==> config.mk <==
export PLATFORM = sky130hd
export DESIGN_NAME = ctrgb_derive
export DESIGN_NICKNAME = d
export VERILOG_FILES = /design/src/rtl/ctrgb_pkg.sv /design/src/rtl/ctrgb_div.sv /design/src/rtl/ctrgb_derive.sv
export SDC_FILE = /design/constraint.sdc
export NUM_CORES = 2
export LEC_CHECK = 0
export ABC_AREA = 1
export CAP_MARGIN = 40
export CELL_PAD_IN_SITES_DETAIL_PLACEMENT = 1
export CELL_PAD_IN_SITES_GLOBAL_PLACEMENT = 1
export CORE_ASPECT_RATIO = 1.5
export CORE_MARGIN = 10
export CORE_UTILIZATION = 50
export DETAILED_ROUTE_END_ITERATION = 10
export DONT_BUFFER_PORTS = 1
export PLACE_DENSITY_LB_ADDON = 0.1
export SETUP_SLACK_MARGIN = 0.3
export SLEW_MARGIN = 20
export SYNTH_ARGS = -nofsm -noshare
export SYNTH_HDL_FRONTEND = slang
export SYNTH_SLANG_ARGS = --single-unit
==> constraint.sdc <==
create_clock -name clk_i -period 24.1 [get_ports clk_i]
set_clock_uncertainty 0.05 [all_clocks]
set_input_delay 2.41 -clock clk_i [delete_from_list [all_inputs] [get_ports clk_i]]
set_output_delay 2.41 -clock clk_i [all_outputs]
set_load 0.02 [all_outputs]
==> src/rtl/ctrgb_pkg.sv <==
// ----------------------------------------------------------------------------
// ctrgb_pkg
// Shared types and constants of the chromaticity-to-RGB converter.
// ----------------------------------------------------------------------------
`default_nettype none

package ctrgb_pkg;

  // Fixed-point formats.
  localparam int FRAC_BITS = 16;
  localparam int CFG_W     = 16;
  localparam int IN_W      = FRAC_BITS + 2;
  localparam int OUT_W     = FRAC_BITS + 1;
  localparam int PZ_W      = FRAC_BITS + 2;
  localparam int COF_W     = 2 * PZ_W + 1;
  localparam int PROD_W    = COF_W + PZ_W;
  localparam int ACC_W     = PROD_W + 2;
  localparam int DIV_W     = ACC_W + 1;

  localparam int NUM_REGS  = 8;
  localparam int REG_IDX_W = 3;
  localparam int NUM_COEF  = 9;
  localparam int COEF_IDX_W = 4;

  // Register indexes.
  localparam logic [REG_IDX_W-1:0] REG_RED_X   = 3'd0;
  localparam logic [REG_IDX_W-1:0] REG_RED_Y   = 3'd1;
  localparam logic [REG_IDX_W-1:0] REG_GREEN_X = 3'd2;
  localparam logic [REG_IDX_W-1:0] REG_GREEN_Y = 3'd3;
  localparam logic [REG_IDX_W-1:0] REG_BLUE_X  = 3'd4;
  localparam logic [REG_IDX_W-1:0] REG_BLUE_Y  = 3'd5;
  localparam logic [REG_IDX_W-1:0] REG_WHITE_X = 3'd6;
  localparam logic [REG_IDX_W-1:0] REG_WHITE_Y = 3'd7;

  // Reset chromaticities (sRGB primaries, D65 white).
  localparam logic [CFG_W-1:0] CFG_RESET [NUM_REGS] = '{
    16'd41943, 16'd21627, 16'd19661, 16'd39322,
    16'd9830,  16'd3932,  16'd20493, 16'd21561
  };

  localparam logic signed [PZ_W-1:0] ONE_Q   = 18'sd65536;
  localparam logic [OUT_W-1:0]       OUT_ONE = 17'd65536;

  // Matrix derivation sequencer states.
  typedef enum logic [2:0] {
    S_COF,
    S_NUM,
    S_SCALE,
    S_SCALE_WAIT,
    S_COEF,
    S_COEF_WAIT,
    S_IDLE
  } derive_state_e;

  // Status of the derivation unit seen by the datapath.
  typedef struct packed {
    logic busy;
    logic degenerate;
  } derive_status_t;

endpackage : ctrgb_pkg

`default_nettype wire

==> src/rtl/ctrgb_div.sv <==
// ----------------------------------------------------------------------------
// ctrgb_div
// Signed restoring divider, one quotient bit per cycle, truncating toward
// zero. A new start aborts any division in progress.
// ----------------------------------------------------------------------------
`default_nettype none

module ctrgb_div (
  input  wire logic                               clk_i,
  input  wire logic                               rst_ni,
  input  wire logic                               start_i,
  input  wire logic signed [ctrgb_pkg::DIV_W-1:0] num_i,
  input  wire logic signed [ctrgb_pkg::DIV_W-1:0] den_i,
  output logic signed [ctrgb_pkg::DIV_W-1:0]      quo_o,
  output logic                                    done_o
);
  import ctrgb_pkg::*;

  localparam int CNT_W = $clog2(DIV_W);

  logic             run_q, done_q, neg_q;
  logic [CNT_W-1:0] cnt_q;
  logic [DIV_W-1:0] rem_q, quo_q, den_q;
  logic [DIV_W:0]   trial;
  logic             ge;

  // One restoring step: shift in the next dividend bit and try to subtract.
  assign trial = {rem_q, quo_q[DIV_W-1]};
  assign ge    = trial >= {1'b0, den_q};

  // Control state.
  always_ff @(posedge clk_i or negedge rst_ni) begin
    if (!rst_ni) begin
      run_q  <= 1'b0;
      done_q <= 1'b0;
      cnt_q  <= '0;
    end else begin
      done_q <= 1'b0;
      if (start_i) begin
        run_q <= 1'b1;
        cnt_q <= '0;
      end else if (run_q) begin
        cnt_q <= cnt_q + 1'b1;
        if (cnt_q == CNT_W'(DIV_W - 1)) begin
          run_q  <= 1'b0;
          done_q <= 1'b1;
        end
      end
    end
  end

  // Magnitudes and partial remainder.
  always_ff @(posedge clk_i) begin
    if (start_i) begin
      rem_q <= '0;
      quo_q <= num_i[DIV_W-1] ? DIV_W'(-num_i) : num_i;
      den_q <= den_i[DIV_W-1] ? DIV_W'(-den_i) : den_i;
      neg_q <= num_i[DIV_W-1] ^ den_i[DIV_W-1];
    end else if (run_q) begin
      rem_q <= ge ? DIV_W'(trial - {1'b0, den_q}) : trial[DIV_W-1:0];
      quo_q <= {quo_q[DIV_W-2:0], ge};
    end
  end

  assign quo_o  = neg_q ? -$signed(quo_q) : $signed(quo_q);
  assign done_o = done_q;

endmodule : ctrgb_div

`default_nettype wire

==> src/rtl/ctrgb_derive.sv <==
// ----------------------------------------------------------------------------
// ctrgb_derive
// Sequencer that derives the 3x3 conversion matrix from the chromaticity
// registers with one shared multiplier and one serial divider.
// ----------------------------------------------------------------------------
`default_nettype none

module ctrgb_derive #(
  parameter int COEF_WIDTH = 32
) (
  input  wire logic                          clk_i,
  input  wire logic                          rst_ni,
  input  wire logic                          restart_i,
  input  wire logic [ctrgb_pkg::CFG_W-1:0]   cfg_i [ctrgb_pkg::NUM_REGS],
  output logic signed [COEF_WIDTH-1:0]       coef_o [ctrgb_pkg::NUM_COEF],
  output ctrgb_pkg::derive_status_t          status_o
);
  import ctrgb_pkg::*;

  localparam logic signed [DIV_W-1:0] CMAX =
    DIV_W'((64'sd1 <<< (COEF_WIDTH - 1)) - 64'sd1);
  localparam logic signed [DIV_W-1:0] CMIN = -CMAX - DIV_W'(1);

  derive_state_e state_q, state_d;
  logic [1:0] i_q, i_d, j_q, j_d, s_q, s_d;

  logic signed [PZ_W-1:0]   px [3], py [3], pz [3], pv [3], qv [3], wv [3];
  logic [1:0]               a_idx, b_idx;
  logic [COEF_IDX_W-1:0]    row_base, k_col, k_num;
  logic signed [COF_W-1:0]  mul_a;
  logic signed [PZ_W-1:0]   mul_b;
  logic signed [PROD_W-1:0] prod;

  logic signed [COF_W-1:0]      cof_q  [NUM_COEF];
  logic signed [COEF_WIDTH-1:0] coef_q [NUM_COEF];
  logic signed [ACC_W-1:0]      acc_q;
  logic signed [DIV_W-1:0]      scale_q;
  logic                         row_zero_q, flag_q;

  logic                   div_start, div_done, col_adv;
  logic signed [DIV_W-1:0] div_num, div_den, div_quo;

  // Primaries with implied z, and the white point.
  always_comb begin
    px[0] = PZ_W'(cfg_i[REG_RED_X]);
    py[0] = PZ_W'(cfg_i[REG_RED_Y]);
    px[1] = PZ_W'(cfg_i[REG_GREEN_X]);
    py[1] = PZ_W'(cfg_i[REG_GREEN_Y]);
    px[2] = PZ_W'(cfg_i[REG_BLUE_X]);
    py[2] = PZ_W'(cfg_i[REG_BLUE_Y]);
    for (int n = 0; n < 3; n++) begin
      pz[n] = ONE_Q - (px[n] + py[n]);
    end
    wv[0] = PZ_W'(cfg_i[REG_WHITE_X]);
    wv[1] = PZ_W'(cfg_i[REG_WHITE_Y]);
    wv[2] = ONE_Q - (wv[0] + wv[1]);
  end

  // Cofactor column j is P[a]*Q[b] - P[b]*Q[a] for a column-specific pair.
  always_comb begin
    case (j_q)
      2'd0:    begin pv = py; qv = pz; end
      2'd1:    begin pv = pz; qv = px; end
      default: begin pv = px; qv = py; end
    endcase
    case (i_q)
      2'd0:    begin a_idx = 2'd1; b_idx = 2'd2; row_base = 4'd0; end
      2'd1:    begin a_idx = 2'd2; b_idx = 2'd0; row_base = 4'd3; end
      default: begin a_idx = 2'd0; b_idx = 2'd1; row_base = 4'd6; end
    endcase
    k_col = row_base + COEF_IDX_W'(j_q);
    k_num = row_base + COEF_IDX_W'(s_q);
  end

  // Shared multiplier operand selection.
  always_comb begin
    mul_a = '0;
    mul_b = '0;
    if (state_q == S_COF) begin
      mul_a = COF_W'(s_q[0] ? pv[b_idx] : pv[a_idx]);
      mul_b = s_q[0] ? qv[a_idx] : qv[b_idx];
    end else if (state_q == S_NUM) begin
      mul_a = cof_q[k_num];
      mul_b = wv[s_q];
    end
  end

  assign prod = mul_a * mul_b;

  // Next state and divider requests.
  always_comb begin
    state_d   = state_q;
    i_d       = i_q;
    j_d       = j_q;
    s_d       = s_q;
    div_start = 1'b0;
    div_num   = '0;
    div_den   = '0;
    col_adv   = 1'b0;
    unique case (state_q)
      S_COF: begin
        if (!s_q[0]) begin
          s_d = 2'd1;
        end else begin
          s_d = 2'd0;
          if (j_q == 2'd2) begin
            j_d = 2'd0;
            if (i_q == 2'd2) begin
              i_d     = 2'd0;
              state_d = S_NUM;
            end else begin
              i_d = i_q + 2'd1;
            end
          end else begin
            j_d = j_q + 2'd1;
          end
        end
      end
      S_NUM: begin
        if (s_q == 2'd2) begin
          s_d     = 2'd0;
          state_d = S_SCALE;
        end else begin
          s_d = s_q + 2'd1;
        end
      end
      S_SCALE: begin
        j_d = 2'd0;
        if (wv[1] == '0) begin
          state_d = S_COEF;
        end else begin
          div_start = 1'b1;
          div_num   = DIV_W'(acc_q);
          div_den   = DIV_W'(wv[1]);
          state_d   = S_SCALE_WAIT;
        end
      end
      S_SCALE_WAIT: begin
        if (div_done) begin
          state_d = S_COEF;
        end
      end
      S_COEF: begin
        if (row_zero_q) begin
          col_adv = 1'b1;
        end else begin
          div_start = 1'b1;
          div_num   = DIV_W'(cof_q[k_col]) <<< FRAC_BITS;
          div_den   = scale_q;
          state_d   = S_COEF_WAIT;
        end
      end
      S_COEF_WAIT: begin
        col_adv = div_done;
      end
      S_IDLE: begin
        state_d = S_IDLE;
      end
      default: begin
        state_d = S_IDLE;
      end
    endcase

    // Step to the next coefficient, the next row, or finish.
    if (col_adv) begin
      if (j_q == 2'd2) begin
        j_d = 2'd0;
        if (i_q == 2'd2) begin
          state_d = S_IDLE;
        end else begin
          i_d     = i_q + 2'd1;
          s_d     = 2'd0;
          state_d = S_NUM;
        end
      end else begin
        j_d     = j_q + 2'd1;
        state_d = S_COEF;
      end
    end

    // A register write starts the derivation over.
    if (restart_i) begin
      state_d = S_COF;
      i_d     = 2'd0;
      j_d     = 2'd0;
      s_d     = 2'd0;
    end
  end

  // Sequencer registers.
  always_ff @(posedge clk_i or negedge rst_ni) begin
    if (!rst_ni) begin
      state_q <= S_COF;
      i_q     <= 2'd0;
      j_q     <= 2'd0;
      s_q     <= 2'd0;
      flag_q  <= 1'b0;
    end else begin
      state_q <= state_d;
      i_q     <= i_d;
      j_q     <= j_d;
      s_q     <= s_d;
      if (restart_i) begin
        flag_q <= 1'b0;
      end else if (state_q == S_SCALE && wv[1] == '0) begin
        flag_q <= 1'b1;
      end else if (state_q == S_SCALE_WAIT && div_done && div_quo == '0) begin
        flag_q <= 1'b1;
      end
    end
  end

  // Arithmetic registers.
  always_ff @(posedge clk_i) begin
    case (state_q)
      S_COF: begin
        if (!s_q[0]) begin
          acc_q <= ACC_W'(prod);
        end else begin
          cof_q[k_col] <= COF_W'(acc_q - ACC_W'(prod));
        end
      end
      S_NUM: begin
        acc_q <= ((s_q == 2'd0) ? '0 : acc_q) + ACC_W'(prod);
      end
      S_SCALE: begin
        row_zero_q <= (wv[1] == '0);
      end
      S_SCALE_WAIT: begin
        if (div_done) begin
          scale_q    <= div_quo;
          row_zero_q <= (div_quo == '0);
        end
      end
      S_COEF: begin
        if (row_zero_q) begin
          if (cof_q[k_col] > 0) begin
            coef_q[k_col] <= CMAX[COEF_WIDTH-1:0];
          end else if (cof_q[k_col] < 0) begin
            coef_q[k_col] <= CMIN[COEF_WIDTH-1:0];
          end else begin
            coef_q[k_col] <= '0;
          end
        end
      end
      S_COEF_WAIT: begin
        if (div_done) begin
          if (div_quo > CMAX) begin
            coef_q[k_col] <= CMAX[COEF_WIDTH-1:0];
          end else if (div_quo < CMIN) begin
            coef_q[k_col] <= CMIN[COEF_WIDTH-1:0];
          end else begin
            coef_q[k_col] <= div_quo[COEF_WIDTH-1:0];
          end
        end
      end
      default: begin
      end
    endcase
  end

  ctrgb_div u_div (
    .clk_i   (clk_i),
    .rst_ni  (rst_ni),
    .start_i (div_start),
    .num_i   (div_num),
    .den_i   (div_den),
    .quo_o   (div_quo),
    .done_o  (div_done)
  );

  assign coef_o              = coef_q;
  assign status_o.busy       = (state_q != S_IDLE);
  assign status_o.degenerate = flag_q;

endmodule : ctrgb_derive

`default_nettype wire

# Yosys cells after proc, flatten, opt, wreduce, memory -nomap -nowiden
# Memories as Yosys holds them, arrays and structs flattened.
# Cells that the tools add are included.
[classes]
n_bitwise = 13
n_mul = 1
n_reduce_logical = 22
magnitude_cmp = 10
muxes = 104
n_addsub = 20
n_eq_ne = 23
[op_table]
columns = ["cell", "count"]
rows = [
  ["2-to-1 mux 288 bit", 6],
  ["one-hot mux 288 bit (2 select lines)", 1],
  ["2-to-1 mux 58 bit", 8],
  ["bitwise AND 288 bit", 1],
  ["bitwise mux 288 bit", 1],
  ["inverter 288 bit", 1],
  ["bitwise AND 279 bit", 1],
  ["inverter 279 bit", 1],
  ["OR 279 bit", 1],
  ["2-to-1 mux 18 bit", 13],
  ["one-hot mux 58 bit (2 select lines)", 2],
  ["one-hot mux 54 bit (2 select lines)", 2],
  ["binary-select mux 18 bit (select 2 bit)", 5],
  ["negation 58 bit", 3],
  ["2-to-1 mux 57 bit", 3],
  ["demux 32 bit (select 4 bit)", 1],
  ["one-hot mux 57 bit (2 select lines)", 1],
  ["2-to-1 mux 37 bit", 3],
  ["subtractor 17 x 17 -> 18 bit, first input constant", 4],
  ["adder 16 x 16 -> 17 bit", 4],
  ["greater-or-equal comparator 59 x 58 -> 1 bit", 1],
  ["> comparator 58 x 32 -> 1 bit, second input constant", 1],
  ["zero test 58 bit", 1],
  ["less-than comparator 58 x 32 -> 1 bit, second input constant", 1],
  ["other kinds (49)", 127],
]
[totals]
reg_bits = 597
output_inout_bits = 290
mem_count = 1
elab_cells = 219
inputBits = 131
mem_bits_rw = 333
[memory_table]
columns = ["memory", "depth", "word_bits", "read_ports", "rd_ports_with_merged_regs", "wr", "line", "rtl"]
rows = [
  ["cof_q", 9, 37, 2, 0, 1, "ctrgb_derive.sv:34", "logic signed [COF_W-1:0] cof_q [NUM_COEF];"],
]

# Longest topological paths before layout
[depth]
depth_word = 14
mapped_depth = 60
ltp_nobuf = 59

# Hierarchy
# Synthesis repeated with hierarchy kept, for this count alone.
[unflattened]
hier_cells = 13342
area_unflattened_um2 = 95724.3
[modules_own_cells]
columns = ["module", "area_each_um2", "instances", "cells_each"]
rows = [
  ["ctrgb_derive", 77633.2, 1, 10342],
  ["ctrgb_div", 18091.1, 1, 3000],
]

# Least setup slack after synthesis
# Ideal clock, no wire load.
[synth_path]
path_type = "input-to-reg"
startpoint = "in cfg_i[65] in the netlist's numbering"
endpoint = "reg acc_q[45] (data pin)"
path_stages = 53
setup_time_ns = 0.254
arrival_ns = 11.640
path_buffers = 1
t_required_ns = 23.796
setup_slack_ns = 12.157
cell_sequence = "ha_1 inv_1 ha_1 inv_1 fa_1 o21ai_0 a21oi_1 o21bai_1 xnor2_1 nand2_1 nand3_1 nand2_1 nand3_1 nand2_1 nand3_1 nor2_1 buf_2 nand2_1 [17 not listed] nand2_1 nand2_1 or2_2 nand2_1 inv_1 ha_1 inv_1 o21ai_0 a31oi_1 o21ai_0 a21oi_1 nand3_1 a21o_1 nand2_1 nand2_1 or2_2 nand3_1 nand2_1"
[synth_between]
elab_chain_cells = 11
[synth_rtl]
columns = ["element", "line", "rtl"]
rows = [
  ["from (decl)", "ctrgb_derive.sv:14", "input wire logic [ctrgb_pkg::CFG_W-1:0] cfg_i [ctrgb_pkg::NUM_REGS],"],
  ["adder 16 x 16 -> 17 bit", "ctrgb_derive.sv:52", "pz[n] = ONE_Q - (px[n] + py[n]);"],
  ["subtractor 17 x 17 -> 18 bit", "ctrgb_derive.sv:52", ""],
  ["one-hot mux 54 bit (2 select lines)", "ctrgb_derive.sv:61", "case (j_q)"],
  ["binary-select mux 18 bit (select 2 bit) (on tied branches)", "ctrgb_derive.sv:80, ctrgb_derive.sv:81", ""],
  ["2-to-1 mux 18 bit (on tied branches) (2 in series)", "ctrgb_derive.sv:80, ctrgb_derive.sv:81", ""],
  ["2-to-1 mux 37 bit or 2-to-1 mux 18 bit (tied branches)", "ctrgb_derive.sv:80, ctrgb_derive.sv:81", ""],
  ["2-to-1 mux 37 bit or 2-to-1 mux 18 bit (tied branches)", "ctrgb_derive.sv:79", "if (state_q == S_COF) begin"],
  ["multiplier 37 x 18 -> 55 bit (*)", "ctrgb_derive.sv:88", "assign prod = mul_a * mul_b;"],
  ["adder 57 bit or 2-to-1 mux 57 bit (tied branches)", "ctrgb_derive.sv:224, ctrgb_derive.sv:217", ""],
  ["one-hot mux 57 bit (2 select lines) (*)", "ctrgb_derive.sv:215", "case (state_q)"],
  ["to (signal assigned)", "ctrgb_derive.sv:218", "acc_q <= ACC_W'(prod);"],
  ["to (signal assigned)", "ctrgb_derive.sv:224", "acc_q <= ((s_q == 2'd0) ? '0 : acc_q) + ACC_W'(prod);"],
  ["to (decl)", "ctrgb_derive.sv:36", "logic signed [ACC_W-1:0] acc_q;"],
]
# Mark *: on every way between the ends. The rest lies on a longest branch, timed or not. The select of a mux whose other input is x is not followed.
# A chain may end at the register's enable or synchronous reset.

# Worst setup path after layout
[layout_path]
startpoint = "reg i_q[0]"
endpoint = "reg acc_q[45] (data pin)"
[layout_between]
elab_chain_cells = 11
[layout_rtl]
columns = ["element", "line", "rtl"]
rows = [
  ["from (decl)", "ctrgb_derive.sv:25", "logic [1:0] i_q, i_d, j_q, j_d, s_q, s_d;"],
  ["from (signal assigned)", "ctrgb_derive.sv:200", "i_q <= i_d;"],
  ["parallel branches: the longest is 8 deep, another holds memory read (9 x 37 bit)", "-", ""],
  ["multiplier 37 x 18 -> 55 bit (*)", "ctrgb_derive.sv:88", ""],
  ["adder 57 bit or 2-to-1 mux 57 bit (tied branches)", "ctrgb_derive.sv:224, ctrgb_derive.sv:217", ""],
  ["one-hot mux 57 bit (2 select lines) (*)", "ctrgb_derive.sv:215", ""],
]
# Mark *: on every way between the ends. The select of a mux whose other input is x is not followed.

==> results.yml <==
layout:
  fillers: 26400
  final_layout_size_suffix_gt1_frac: 0.0587
  synthToLayoutAreaGrowth_pct: 6.20
  fin_nets: 15600
  final_common_cell: "nand2_1"
  final_cell_mix: "nand2_1, inv_1, nor2_1"
sta:
  setup_ws_ns: 8.56
  drv_slew: 0
  finalHoldViolCount: 0
  period_needed_ns: 15.54
  period_share: 0.645
  tightest_slew_ns: 1.27
  max_freq_mhz: 64.3
  setup_violations: 0
  finalSetupTns_ns: 0
  relSlewSlack: 0.151
  rsz0062_at_grt: "false"
floorplanning:
  start_util: 0.504
  placeableCoreArea_um2: 202000
  die_y_um: 573
  rows: 202
  die-area_um2: 223000
  die_width_um: 389
  pin_count: 421
critical_path:
  critPathSlowestCell: "a21oi_1"
  crit_type: "reg2reg"
  worstPathArrival_ns: 15.98
  cp_top_family: "compound AO/OA/AOI/OAI gates"
  max_stage_delay_ns: 0.84
  cp-start-kind: "register"
  critical_path_required_ns: 24.53
  crit_buf_inv: 13
  crit_top_cell: "inv_1"
  path_max_fanout: 70
  cp-end-kind: "register"
global_routing:
  met1_usage: 0.424
  track_usage: 0.409
  grt_max_degree: 180
  antenna_found_initial: 18
  use_met2: 0.690
  busiest_layer: "met2"
  grt_pass1_vias: 111000
  overflow: 0
  met3_usage: 0.0954
  grt_pass1_wl_um: 696000
cts:
  cts_resized: 0
  postCtsSetupBuffers: 0
  clockBufferDepth: 3
  htree_levels: 3
  ctsHoldBuffers: 0
  root_buffer: "clkbuf_16"
  cts_tree: "done"
  clock_sinks: 930
  clk_pin_slew_ns: 0.07
  numCtsBuffers: 95
  clkLatencyLatePin_ns: 0.76
synthesis:
  yosysSeqAreaShare: 0.268
  synth_area_leader_cell: "edfxtp_1"
  avgSynthCellArea_um2: 6.90
  dominantRegCellSynth: "edfxtp_1"
  synth_fp_nets: 16000
  synthCells: 14800
  synth-edff-count: 854
  yosysTopAreaCellShare: 0.252
  synth_area_leaders: "edfxtp_1, nand2_1, fa_1, inv_1, nand3_1"
  netlist_area_um2: 102000
  yosysUniqueCellTypes: 65
  ys_async_sr_fraction: 0.0194
  ys_ff_latch: 930
  yosys_warnings: 0
place:
  numPortBuffers: 0
  gp_congestion: 1.03
  hpwl_um: 356000
  pre_cts_slack_ns: 8.57
route:
  vias_per_cell: 6.07
  num_vias: 104000
  dr.pass1.iters: 9
  ant_nets: 0
  routed_wl_um: 471000
  wl_per_cell_um: 27.4
  drt_iter0_drc: 9500
  route.detailed.drc: 0
min_path:
  hold_path_class: "reg2reg"
run:
  maxCapViolations: 0
outcome:
  status: "finished, final reports clean"
path summary, 6_finish.rpt:
path                                      start              end  slack (ns)  cells after the start
worst min-delay path            u_div.rem_q[22]  u_div.rem_q[22]        0.42                      2
worst min register to register  u_div.rem_q[22]  u_div.rem_q[22]        0.42                      2
max in group asynchronous                rst_ni           i_q[1]       22.58                      0
min in group asynchronous                rst_ni       state_q[2]        1.33                      0
worst max-delay path                     i_q[0]        acc_q[45]        8.56                     51
worst max register to register           i_q[0]        acc_q[45]        8.56                     51
Yosys cell counts, types with 40 or more instances:
cell	count
buf_2	140
o221ai_1	77
inv_1	2546
nand3_1	1399
buf_1	73
xor2_1	157
nor3_1	84
a21oi_1	537
dfxtp_1	58
clkbuf_1	418
nand4_1	93
o21ai_0	536
xnor2_1	65
a31oi_1	64
buf_6	43
ha_1	414
nor2_1	1642
edfxtp_1	854
or2_2	293
nand2_1	3975
o211ai_1	88
fa_1	647
o22ai_1	40
clkinv_1	44
area by class of cell:
type / instances / area, µm² / share of cell area
diodes: 13 / 32.5 / 0.000301
clock buffers: 120 / 2530 / 0.0234
clock inverters: 54 / 554 / 0.00512
inverters: 2609 / 9810 / 0.0907
multi-input cells: 10500 / 61900 / 0.572
flip-flops and latches: 930 / 27300 / 0.252
well taps: 2652 / 3320 / 0.0307
repair buffers: 270 / 2800 / 0.0258
worst reg2reg max path, delay by kind of cell (launching register included):
kind	cells	cell delay (ns)
AO/OA/AOI/OAI	14	4.67
flip-flops	1	0.44
XOR/XNOR	1	0.35
adder cells (fa/ha/maj)	10	4.23
AND/OR/NAND/NOR	13	2.21
buffers and inverters	13	3.36
per-layer routing:
metal | up-vias | share of wire
li1 | 45900 | -
met2 | 5118 | 0.48
met3 | 1904 | 0.086
met5 | - | 0.00026
met1 | 51200 | 0.33
met4 | 14 | 0.11
metrics by stage:
step / cell area (µm²) / hold WS [ns] / std cells / utilization
CTS: 108000 / 0.426 / 17100 / 0.533
detailed placement: 105000 / 0.413 / 17000 / 0.518
finish: 108000 / 0.423 / 17200 / 0.535
global route: 108000 / 0.442 / 17200 / 0.535
global placement: 104000 / 0.408 / 16900 / 0.513
floorplan: 102000 / 0.376 / 14800 / -
kinds of logic (layout without fill, tap and decap cells):
logic type | after synthesis | count (layout) | share of synthesized area
buffers and inverters | 3320 | 3053 | 0.129
DFF | 930 | 930 | 0.268
adders and majority gates | 1061 | 1061 | 0.178
other | 0 | 13 | 0
xor gates and xnor gates | 222 | 222 | 0.0191
AOI/OAI and AO/OA | 1621 | 1621 | 0.0938
and+or+nand+nor | 7617 | 7617 | 0.313
Power is not shown: default switching activity piles up to over one toggle a cycle in this logic, so the estimate is an artifact.
